File: src/design/vpi_pkg.sv
// shared types, widths and constants of the velocity pi controller
package vpi_pkg;

    localparam int VPI_FRAC_BITS = 8;

    // input and output field widths
    localparam int SPEED_W   = 16;
    localparam int CMD_W     = 2;
    localparam int OFFSET_W  = 16;
    localparam int EST_W     = 12;
    localparam int DIST_W    = 12;
    localparam int TILT_W    = 17;
    localparam int DRIVE_W   = 21;

    // configuration register widths
    localparam int MOVE_STEP_W = 10;
    localparam int THRESH_W    = 12;
    localparam int SPD_GAIN_W  = 8;
    localparam int POS_GAIN_W  = 16;
    localparam int POS_LIM_W   = 17;
    localparam int TILT_LIM_W  = 16;
    localparam int CFG_DATA_W  = 17;
    localparam int CFG_IDX_W   = 3;

    // configuration register indexes
    localparam logic [CFG_IDX_W-1:0] CFG_MOVE_STEP = 3'd0;
    localparam logic [CFG_IDX_W-1:0] CFG_THRESH    = 3'd1;
    localparam logic [CFG_IDX_W-1:0] CFG_SPD_GAIN  = 3'd2;
    localparam logic [CFG_IDX_W-1:0] CFG_POS_GAIN  = 3'd3;
    localparam logic [CFG_IDX_W-1:0] CFG_POS_LIM   = 3'd4;
    localparam logic [CFG_IDX_W-1:0] CFG_TILT_LIM  = 3'd5;

    // reset values
    localparam logic [MOVE_STEP_W-1:0] MOVE_STEP_RST = 10'd130;
    localparam logic [THRESH_W-1:0]    THRESH_RST    = 12'd50;
    localparam logic [SPD_GAIN_W-1:0]  SPD_GAIN_RST  = 8'd13;
    localparam logic [POS_GAIN_W-1:0]  POS_GAIN_RST  = 16'd5308;
    localparam logic [POS_LIM_W-1:0]   POS_LIM_RST   = 17'd100000;
    localparam logic [TILT_LIM_W-1:0]  TILT_LIM_RST  = 16'd10240;

    // motion commands
    localparam logic [CMD_W-1:0] CMD_GO      = 2'd1;
    localparam logic [CMD_W-1:0] CMD_REVERSE = 2'd2;

    // low-pass weights, 16 fraction bits
    localparam logic [15:0] WEIGHT_OLD = 16'd52429;
    localparam logic [15:0] WEIGHT_NEW = 16'd13107;
    localparam int WEIGHT_SHIFT = 16;
    localparam int GAIN_SHIFT   = 16;
    localparam int NEAR_MARGIN  = 10;

    // shared multiplier second operand, signed, holds any 16 bit unsigned value
    localparam int MUL_B_W = 17;

endpackage

File: src/design/vpi_if.sv
// item channels of the velocity pi controller
interface vpi_in_if;
    import vpi_pkg::*;
    logic                       valid;
    logic                       ready;
    logic signed [SPEED_W-1:0]  wheel_speed;
    logic [CMD_W-1:0]           motion_command;
    logic signed [OFFSET_W-1:0] steer_offset;
    logic [EST_W-1:0]           speed_estimate;
    logic [DIST_W-1:0]          obstacle_distance;
    logic signed [TILT_W-1:0]   tilt_angle;

    modport source (output valid, wheel_speed, motion_command, steer_offset,
                    speed_estimate, obstacle_distance, tilt_angle, input ready);
    modport sink   (input valid, wheel_speed, motion_command, steer_offset,
                    speed_estimate, obstacle_distance, tilt_angle, output ready);
endinterface

interface vpi_out_if;
    import vpi_pkg::*;
    logic                      valid;
    logic                      ready;
    logic signed [DRIVE_W-1:0] velocity_drive;
    logic                      buzzer_on;
    logic                      clear_command;

    modport source (output valid, velocity_drive, buzzer_on, clear_command, input ready);
    modport sink   (input valid, velocity_drive, buzzer_on, clear_command, output ready);
endinterface

File: src/design/vpi_mul.sv
// shared signed multiplier with registered product
module vpi_mul
    import vpi_pkg::*;
#(
    parameter int A_W = 26
)(
    input  logic                          clk,
    input  logic signed [A_W-1:0]         a,
    input  logic signed [MUL_B_W-1:0]     b,
    output logic signed [A_W+MUL_B_W-1:0] prod_reg
);

    logic signed [A_W+MUL_B_W-1:0] prod_next;

    assign prod_next = A_W'(a) * MUL_B_W'(b);

    always_ff @(posedge clk)
    begin
        prod_reg <= prod_next;
    end

endmodule

File: src/design/velocity_pi_with_obstacle_limit_top.sv
// velocity pi controller: one drive value per control tick, one shared multiplier
// states per item: S_FILT_OLD, S_FILT_NEW, S_FILT_SUM, S_POS, S_GAIN_POS, S_DRIVE, S_OUT
// one item at a time; the four products of a tick go through one multiplier
// the input is taken again once the result is in the output register, even if not yet taken
// reset: filter, integrator and buzzer clear to zero, registers take their default values
module velocity_pi_with_obstacle_limit_top
    import vpi_pkg::*;
#(
    parameter int FRAC_BITS = VPI_FRAC_BITS
)(
    input  logic                  clk,
    input  logic                  rst_n,
    input  logic                  cfg_we,
    input  logic [CFG_IDX_W-1:0]  cfg_index,
    input  logic [CFG_DATA_W-1:0] cfg_data,
    vpi_in_if.sink                in_ch,
    vpi_out_if.source             out_ch
);

    localparam int FS_W     = SPEED_W + FRAC_BITS;
    localparam int POS_W    = POS_LIM_W + 1 + FRAC_BITS;
    localparam int PSUM_W   = POS_W + 2;
    localparam int MA_W     = POS_W;
    localparam int PROD_W   = MA_W + MUL_B_W;
    localparam int DACC_W   = PROD_W + GAIN_SHIFT + 1;
    localparam int DSHIFT   = FRAC_BITS + GAIN_SHIFT;
    localparam int DRES_W   = DACC_W - DSHIFT;
    localparam int MV_W     = 18;

    typedef enum logic [2:0] {
        S_IDLE, S_FILT_OLD, S_FILT_NEW, S_FILT_SUM,
        S_POS, S_GAIN_POS, S_DRIVE, S_OUT
    } state_t;

    state_t state_reg;

    logic [MOVE_STEP_W-1:0] move_step_reg;
    logic [THRESH_W-1:0]    thresh_reg;
    logic [SPD_GAIN_W-1:0]  spd_gain_reg;
    logic [POS_GAIN_W-1:0]  pos_gain_reg;
    logic [POS_LIM_W-1:0]   pos_lim_reg;
    logic [TILT_LIM_W-1:0]  tilt_lim_reg;

    logic signed [FS_W-1:0]     fs_reg;
    logic signed [POS_W-1:0]    pos_reg;
    logic                       buzzer_reg;
    logic signed [SPEED_W-1:0]  speed_reg;
    logic signed [OFFSET_W-1:0] mv_reg;
    logic                       fault_reg;
    logic signed [PROD_W-1:0]   prod1_reg;
    logic signed [DACC_W-1:0]   dacc_reg;

    logic                      out_valid_reg;
    logic signed [DRIVE_W-1:0] out_drive_reg;
    logic                      out_buzzer_reg;
    logic                      out_clear_reg;

    logic signed [MA_W-1:0]    mul_a;
    logic signed [MUL_B_W-1:0] mul_b;
    logic signed [PROD_W-1:0]  prod;

    vpi_mul #(.A_W(MA_W)) u_mul (
        .clk      (clk),
        .a        (mul_a),
        .b        (mul_b),
        .prod_reg (prod)
    );

    // operand selection for the shared multiplier
    always_comb
    begin
        mul_a = MA_W'(fs_reg);
        mul_b = MUL_B_W'(WEIGHT_OLD);
        unique case (state_reg)
            S_FILT_NEW:
            begin
                mul_a = MA_W'(speed_reg);
                mul_b = MUL_B_W'(WEIGHT_NEW);
            end
            S_POS:
            begin
                mul_a = MA_W'(fs_reg);
                mul_b = MUL_B_W'(spd_gain_reg);
            end
            S_GAIN_POS:
            begin
                mul_a = MA_W'(pos_reg);
                mul_b = MUL_B_W'(pos_gain_reg);
            end
            default:
            begin
                mul_a = MA_W'(fs_reg);
                mul_b = MUL_B_W'(WEIGHT_OLD);
            end
        endcase
    end

    // target movement, obstacle check and tilt check of the incoming item
    logic signed [MV_W-1:0]   mv_cmd;
    logic signed [MV_W-1:0]   mv_sum;
    logic signed [OFFSET_W-1:0] mv_sat;
    logic                     near;
    logic                     buzzer_next;
    logic [EST_W:0]           est_margin;
    logic [THRESH_W+1:0]      reduce;
    logic signed [TILT_W:0]   tilt_ext;
    logic signed [TILT_W:0]   tl_ext;
    logic                     fault_next;

    always_comb
    begin
        case (in_ch.motion_command)
            CMD_GO:      mv_cmd = MV_W'($signed({1'b0, move_step_reg}));
            CMD_REVERSE: mv_cmd = -MV_W'($signed({1'b0, move_step_reg}));
            default:     mv_cmd = '0;
        endcase
        est_margin  = (EST_W+1)'(in_ch.speed_estimate) + (EST_W+1)'(NEAR_MARGIN);
        near        = (est_margin > (EST_W+1)'(in_ch.obstacle_distance))
                      && (in_ch.obstacle_distance < thresh_reg);
        reduce      = (THRESH_W+2)'(in_ch.speed_estimate) + (THRESH_W+2)'(thresh_reg)
                      - (THRESH_W+2)'(in_ch.obstacle_distance);
        mv_sum      = mv_cmd;
        buzzer_next = buzzer_reg;
        if (in_ch.steer_offset != '0)
        begin
            if (near)
            begin
                buzzer_next = 1'b1;
                if (in_ch.steer_offset > 0)
                    mv_sum = mv_cmd - MV_W'($signed({1'b0, reduce}));
                else
                    mv_sum = mv_cmd + MV_W'(in_ch.steer_offset);
            end
            else
            begin
                buzzer_next = 1'b0;
                mv_sum      = mv_cmd + MV_W'(in_ch.steer_offset);
            end
        end
        if (mv_sum > MV_W'(32767))
            mv_sat = 16'sh7fff;
        else if (mv_sum < -MV_W'(32768))
            mv_sat = 16'sh8000;
        else
            mv_sat = mv_sum[OFFSET_W-1:0];
        tilt_ext   = (TILT_W+1)'(in_ch.tilt_angle);
        tl_ext     = (TILT_W+1)'($signed({1'b0, tilt_lim_reg}));
        fault_next = (tilt_ext > tl_ext) || (tilt_ext < -tl_ext);
    end

    // low-pass sum, truncated toward zero
    logic signed [PROD_W-1:0] facc;
    logic signed [PROD_W-1:0] facc_b;
    logic signed [FS_W-1:0]   fs_next;

    always_comb
    begin
        facc    = prod1_reg + (prod <<< FRAC_BITS);
        facc_b  = facc + (facc[PROD_W-1] ? PROD_W'((1 << WEIGHT_SHIFT) - 1) : '0);
        fs_next = facc_b[FS_W+WEIGHT_SHIFT-1:WEIGHT_SHIFT];
    end

    // integrator update with clamp, cleared to zero on a tilt fault
    logic signed [PSUM_W-1:0] psum;
    logic signed [PSUM_W-1:0] plim;
    logic signed [POS_W-1:0]  pos_next;

    always_comb
    begin
        psum = PSUM_W'(pos_reg) + PSUM_W'(fs_reg) + (PSUM_W'(mv_reg) <<< FRAC_BITS);
        plim = PSUM_W'($signed({1'b0, pos_lim_reg})) <<< FRAC_BITS;
        if (fault_reg)
            pos_next = '0;
        else if (psum > plim)
            pos_next = plim[POS_W-1:0];
        else if (psum < -plim)
            pos_next = POS_W'(-plim);
        else
            pos_next = psum[POS_W-1:0];
    end

    // drive: truncate toward zero, then saturate; zero on a tilt fault
    logic signed [DACC_W-1:0]  dacc_next;
    logic signed [DACC_W-1:0]  dacc_b;
    logic signed [DRES_W-1:0]  dres;
    logic signed [DRIVE_W-1:0] drive_next;

    always_comb
    begin
        dacc_next = (DACC_W'(prod1_reg) <<< GAIN_SHIFT) + DACC_W'(prod);
        dacc_b    = dacc_reg + (dacc_reg[DACC_W-1] ? DACC_W'((1 << DSHIFT) - 1) : '0);
        dres      = dacc_b[DACC_W-1:DSHIFT];
        if (fault_reg)
            drive_next = '0;
        else if (dres > DRES_W'(1048575))
            drive_next = 21'sh0fffff;
        else if (dres < -DRES_W'(1048576))
            drive_next = 21'sh100000;
        else
            drive_next = dres[DRIVE_W-1:0];
    end

    logic out_free;
    assign out_free = !out_valid_reg || out_ch.ready;

    always_ff @(posedge clk or negedge rst_n)
    begin
        if (!rst_n)
        begin
            state_reg      <= S_IDLE;
            move_step_reg  <= MOVE_STEP_RST;
            thresh_reg     <= THRESH_RST;
            spd_gain_reg   <= SPD_GAIN_RST;
            pos_gain_reg   <= POS_GAIN_RST;
            pos_lim_reg    <= POS_LIM_RST;
            tilt_lim_reg   <= TILT_LIM_RST;
            fs_reg         <= '0;
            pos_reg        <= '0;
            buzzer_reg     <= 1'b0;
            speed_reg      <= '0;
            mv_reg         <= '0;
            fault_reg      <= 1'b0;
            prod1_reg      <= '0;
            dacc_reg       <= '0;
            out_valid_reg  <= 1'b0;
            out_drive_reg  <= '0;
            out_buzzer_reg <= 1'b0;
            out_clear_reg  <= 1'b0;
        end
        else
        begin
            if (cfg_we)
            begin
                unique case (cfg_index)
                    CFG_MOVE_STEP: move_step_reg <= cfg_data[MOVE_STEP_W-1:0];
                    CFG_THRESH:    thresh_reg    <= cfg_data[THRESH_W-1:0];
                    CFG_SPD_GAIN:  spd_gain_reg  <= cfg_data[SPD_GAIN_W-1:0];
                    CFG_POS_GAIN:  pos_gain_reg  <= cfg_data[POS_GAIN_W-1:0];
                    CFG_POS_LIM:   pos_lim_reg   <= cfg_data[POS_LIM_W-1:0];
                    CFG_TILT_LIM:  tilt_lim_reg  <= cfg_data[TILT_LIM_W-1:0];
                    default: ;
                endcase
            end

            // in S_OUT the output register is handled by the state below
            if (out_valid_reg && out_ch.ready && (state_reg != S_OUT))
                out_valid_reg <= 1'b0;

            unique case (state_reg)
                S_IDLE:
                begin
                    if (in_ch.valid)
                    begin
                        speed_reg  <= in_ch.wheel_speed;
                        mv_reg     <= mv_sat;
                        buzzer_reg <= buzzer_next;
                        fault_reg  <= fault_next;
                        state_reg  <= S_FILT_OLD;
                    end
                end
                S_FILT_OLD: state_reg <= S_FILT_NEW;
                S_FILT_NEW:
                begin
                    prod1_reg <= prod;
                    state_reg <= S_FILT_SUM;
                end
                S_FILT_SUM:
                begin
                    fs_reg    <= fs_next;
                    state_reg <= S_POS;
                end
                S_POS:
                begin
                    pos_reg   <= pos_next;
                    state_reg <= S_GAIN_POS;
                end
                S_GAIN_POS:
                begin
                    prod1_reg <= prod;
                    state_reg <= S_DRIVE;
                end
                S_DRIVE:
                begin
                    dacc_reg  <= dacc_next;
                    state_reg <= S_OUT;
                end
                S_OUT:
                begin
                    // wait for the output register to be free
                    if (out_free)
                    begin
                        out_valid_reg  <= 1'b1;
                        out_drive_reg  <= drive_next;
                        out_buzzer_reg <= buzzer_reg;
                        out_clear_reg  <= fault_reg;
                        state_reg      <= S_IDLE;
                    end
                end
                default: state_reg <= S_IDLE;
            endcase
        end
    end

    assign in_ch.ready           = (state_reg == S_IDLE);
    assign out_ch.valid          = out_valid_reg;
    assign out_ch.velocity_drive = out_drive_reg;
    assign out_ch.buzzer_on      = out_buzzer_reg;
    assign out_ch.clear_command  = out_clear_reg;

endmodule
File: src/flat_wrapper.sv
// flat-port wrapper written by rule: the top's interface ports become plain ports
module velocity_pi_with_obstacle_limit_top_flat import vpi_pkg::*;
#(
    parameter int FRAC_BITS = VPI_FRAC_BITS
)
  (clk, rst_n, cfg_we, cfg_index, cfg_data, in_ch_valid, in_ch_wheel_speed, in_ch_motion_command, in_ch_steer_offset, in_ch_speed_estimate, in_ch_obstacle_distance, in_ch_tilt_angle, in_ch_ready, out_ch_valid, out_ch_velocity_drive, out_ch_buzzer_on, out_ch_clear_command, out_ch_ready);
  vpi_in_if in_ch_i ();
  vpi_out_if out_ch_i ();
  input  logic clk;
  input  logic rst_n;
  input  logic cfg_we;
  input  logic [CFG_IDX_W-1:0] cfg_index;
  input  logic [CFG_DATA_W-1:0] cfg_data;
  input wire logic [$bits(in_ch_i.valid)-1:0] in_ch_valid;
  input wire logic [$bits(in_ch_i.wheel_speed)-1:0] in_ch_wheel_speed;
  input wire logic [$bits(in_ch_i.motion_command)-1:0] in_ch_motion_command;
  input wire logic [$bits(in_ch_i.steer_offset)-1:0] in_ch_steer_offset;
  input wire logic [$bits(in_ch_i.speed_estimate)-1:0] in_ch_speed_estimate;
  input wire logic [$bits(in_ch_i.obstacle_distance)-1:0] in_ch_obstacle_distance;
  input wire logic [$bits(in_ch_i.tilt_angle)-1:0] in_ch_tilt_angle;
  output wire logic [$bits(in_ch_i.ready)-1:0] in_ch_ready;
  output wire logic [$bits(out_ch_i.valid)-1:0] out_ch_valid;
  output wire logic [$bits(out_ch_i.velocity_drive)-1:0] out_ch_velocity_drive;
  output wire logic [$bits(out_ch_i.buzzer_on)-1:0] out_ch_buzzer_on;
  output wire logic [$bits(out_ch_i.clear_command)-1:0] out_ch_clear_command;
  input wire logic [$bits(out_ch_i.ready)-1:0] out_ch_ready;
  assign in_ch_i.valid = in_ch_valid;
  assign in_ch_i.wheel_speed = in_ch_wheel_speed;
  assign in_ch_i.motion_command = in_ch_motion_command;
  assign in_ch_i.steer_offset = in_ch_steer_offset;
  assign in_ch_i.speed_estimate = in_ch_speed_estimate;
  assign in_ch_i.obstacle_distance = in_ch_obstacle_distance;
  assign in_ch_i.tilt_angle = in_ch_tilt_angle;
  assign in_ch_ready = in_ch_i.ready;
  assign out_ch_valid = out_ch_i.valid;
  assign out_ch_velocity_drive = out_ch_i.velocity_drive;
  assign out_ch_buzzer_on = out_ch_i.buzzer_on;
  assign out_ch_clear_command = out_ch_i.clear_command;
  assign out_ch_i.ready = out_ch_ready;
  velocity_pi_with_obstacle_limit_top #(.FRAC_BITS(FRAC_BITS)) u_core (.clk(clk), .rst_n(rst_n), .cfg_we(cfg_we), .cfg_index(cfg_index), .cfg_data(cfg_data), .in_ch(in_ch_i), .out_ch(out_ch_i));
endmodule
File: config.mk
export PLATFORM = sky130hd
export DESIGN_NAME = velocity_pi_with_obstacle_limit_top_flat
export DESIGN_NICKNAME = d
export VERILOG_FILES = /design/src/design/vpi_pkg.sv /design/src/design/vpi_if.sv /design/src/design/vpi_mul.sv /design/src/design/velocity_pi_with_obstacle_limit_top.sv /design/src/flat_wrapper.sv
export SDC_FILE = /design/constraint.sdc
export NUM_CORES = 2
export LEC_CHECK = 0
export ABC_AREA = 1
export BUFFER_PORTS_ARGS = -buffer_cell sky130_fd_sc_hd__buf_2
export CAP_MARGIN = 40
export CELL_PAD_IN_SITES_DETAIL_PLACEMENT = 0
export CELL_PAD_IN_SITES_GLOBAL_PLACEMENT = 2
export CORE_MARGIN = 2
export CORE_UTILIZATION = 25
export CTS_CLUSTER_DIAMETER = 30
export DETAILED_ROUTE_END_ITERATION = 8
export HOLD_SLACK_MARGIN = 0.08
export PLACE_DENSITY_LB_ADDON = 0.1
export SLEW_MARGIN = 20
export SYNTH_ARGS = -nofsm -noshare
export SYNTH_HDL_FRONTEND = slang
export SYNTH_HIERARCHICAL = 1
export SYNTH_SLANG_ARGS = --single-unit
File: constraint.sdc
create_clock -name clk -period 22.2 [get_ports clk]
set_input_delay 2.22 -clock clk [delete_from_list [all_inputs] [get_ports clk]]
set_output_delay 2.22 -clock clk [all_outputs]
set_load 0.01 [all_outputs]
==> metrics.txt <==
post_cts resized=0; Synth top cells by count=nand2_1, inv_1, fa_1, ha_1, nor2_1; Residual DRC=0; top cells by area, synth=fa_1, nand2_1, dfrtp_1; worst hold slack=0.4662 ns; Final setup viols=0; Congestion Overflow GR=0; Wirelength per Cell=~19 um; post-synth top area share=20.49%; largest net degree at the start of global routing=84; Die W=about 430 um; endpoints failing hold=0; status=finished, final reports clean; Floorplan Core Area=roughly 0.18 mm^2; fin nets=around 7500; Port-buffer cells=around 120; Core Rows=around 160; Post-CTS Hold Buffers=0; setup bufs post-CTS=0; htree depth=3; slew margin rel.=38.23%; initial drt markers=around 2000; fillcell total=~20000; Sequential Area=0.008222 mm^2; initial antenna violation count=8; min Tclk post-route=about 8.7 ns; Yosys reg bits=336; DPL Wire Length=144300 um; clk root buf=clkbuf_16; die area=0.1856 mm^2; RSZ-0062 raised after global routing=false; Worst Path Buf+Inv=8; placer congestion estimate=between 0.8 and 0.9; Num CTS Buffers=around 110; Cell Area, Synth=0.04554 mm^2; clock latency on the worst-skew pair=0.73 ns; first-pass GRT wire length=around 270000 um; via count=between 40000 and 50000; min-delay worst type=reg2reg; Seq/Total Area, Yosys=a little under a fifth; Worst Tran Pin Value=just over 0.9 ns; unique cell type count in the Yosys netlist=66; Post-DRT Antenna Nets=0; ratio of cells with drive above 1 in the final layout=a little over 8%; Final period util=between 30 and 40%; Critical Path Max Stage Delay=1.03 ns; Startpoint Class=flop; Post-synth EDFFs=0; num ports=125; 1st-pass router iterations=5; max reg flops=60; max frequency=~120 MHz; post-synth top area cell=fa_1; multi-input gate area in the final layout=between 0.03 and 0.04 mm^2; Max Cap Violations=0; Vert. Die Dim=approximately 430 um; Setup Total Neg Slack=0 ns; Worst Setup Slack, final=about 14 ns; vias in the first global route=approximately 43000; most common flop cell mapped by yosys=dfrtp_1; CP max stage cell=fa_1; crit path kind=reg2reg; Via density=between 4 and 5; pre-CTS WS=approximately 13 ns; Worst-path clk slew=0.05 ns; WL final=around 170000 um; Area Overhead vs Synth=17.27%; clock buffer depth=3; Async S/R FF share, synth=87.20%; Worst Skew=slightly below 0.07 ns; syn_area_per_cell=7.106 um^2; most frequent cell after synthesis=nand2_1; Pins Over Slew Limit=0; Worst setup EP type=flop; cells after synthesis=roughly 6400; Initial Util=25.17%; CP max FO=25; Synth Net Count=7374; CP delay by family, top=adder cells; Total Routing Usage GR=about a fifth; Worst EP required=roughly 23 ns; Critical Path AT=about 9.3 ns; TritonCTS clock tree=yes; Ys Warns=6; Sink Count=~340
==> per-stage QoR <==
step,std cells,cell area (um^2),util (%)
6_report,9003,53400,29.51
4_1_cts,8995,53270,29.44
2_1_floorplan,6408,45540,-
3_5_place_dp,8791,49140,27.16
5_1_grt,9001,53400,29.51
3_3_place_gp,8783,48940,27.05
==> logic make-up (layout without fill, tap and decap cells) <==
logic type	Yosys count	after routing	synth area share [%]
AOI/OAI and AO/OA	876	876	10.73
xor gates and xnor gates	176	176	3.435
adders and majority gates	866	866	31.48
buffers and inverters	1473	1696	12.23
DFF	336	336	18.05
muxes	1	1	0.02473
other	1	3	0.008235
and+or+nand+nor	2679	2679	24.04
==> metal layers <==
metal,GRT usage (%),part of all wire (%),vias to the layer above
met3,1.678,2.6,153
li1,-,-,20130
met5,0,0,-
met1,26.01,48,19260
met4,4.107,1.7,0
met2,32.59,48,549
==> cells in the final DEF, fill, tap and decap left out, types with 29 or more instances in the layout <==
| cell | synthesis | layout |
|---|---|---|
| a21oi_1 | 311 | 311 |
| ha_1 | 400 | 400 |
| nor3_1 | 58 | 58 |
| xnor2_1 | 48 | 48 |
| o21ai_0 | 337 | 334 |
| nand3_1 | 220 | 220 |
| buf_2 | 4 | 124 |
| nor2_1 | 394 | 391 |
| clkbuf_16 | 0 | 108 |
| inv_1 | 1285 | 1285 |
| nand2_1 | 1824 | 1822 |
| o21ai_1 | 26 | 29 |
| dfrtp_1 | 270 | 270 |
| buf_4 | 7 | 63 |
| dfxtp_1 | 43 | 43 |
| clkbuf_8 | 0 | 29 |
| xor2_1 | 125 | 125 |
| nand4_1 | 55 | 55 |
| a31oi_1 | 30 | 30 |
| or2_2 | 34 | 34 |
| fa_1 | 466 | 466 |
==> path summary, 6_finish.rpt <==
check | from | to | slack, ns | depth (start not counted)
setup / recovery | u_core/state_reg[1] | u_core/u_mul/prod_reg[42] | 13.52 | 28
hold / removal | u_core/out_ch.velocity_drive[8] | u_core/out_ch.velocity_drive[8] | 0.47 | 2
setup reg to reg | u_core/state_reg[1] | u_core/u_mul/prod_reg[42] | 13.52 | 28
hold reg to reg | u_core/out_ch.velocity_drive[8] | u_core/out_ch.velocity_drive[8] | 0.47 | 2
max in group asynchronous | rst_n | u_core/thresh_reg[1] | 18.96 | 4
min in group asynchronous | rst_n | u_core/out_ch.valid | 1.47 | 1
==> worst min-delay path, cell delays in order, from the launching register on <==
cell,delay (ns)
dfrtp_1,0.33
nand2_1,0.05
nand2_1,0.05
==> layout make-up <==
type                    instances  area share [%]
diodes                          2        0.009372
clock buffers                 147           5.879
clock inverters                57           1.863
inverters                    1291           9.075
multi-input cells            4599           59.61
flip-flops and latches        336           15.40
well taps                    2370           5.553
repair buffers                201           2.615
Power is left out: the tool's default activity adds up to more than one toggle a clock period on the data nets, which glitch-free logic cannot reach.
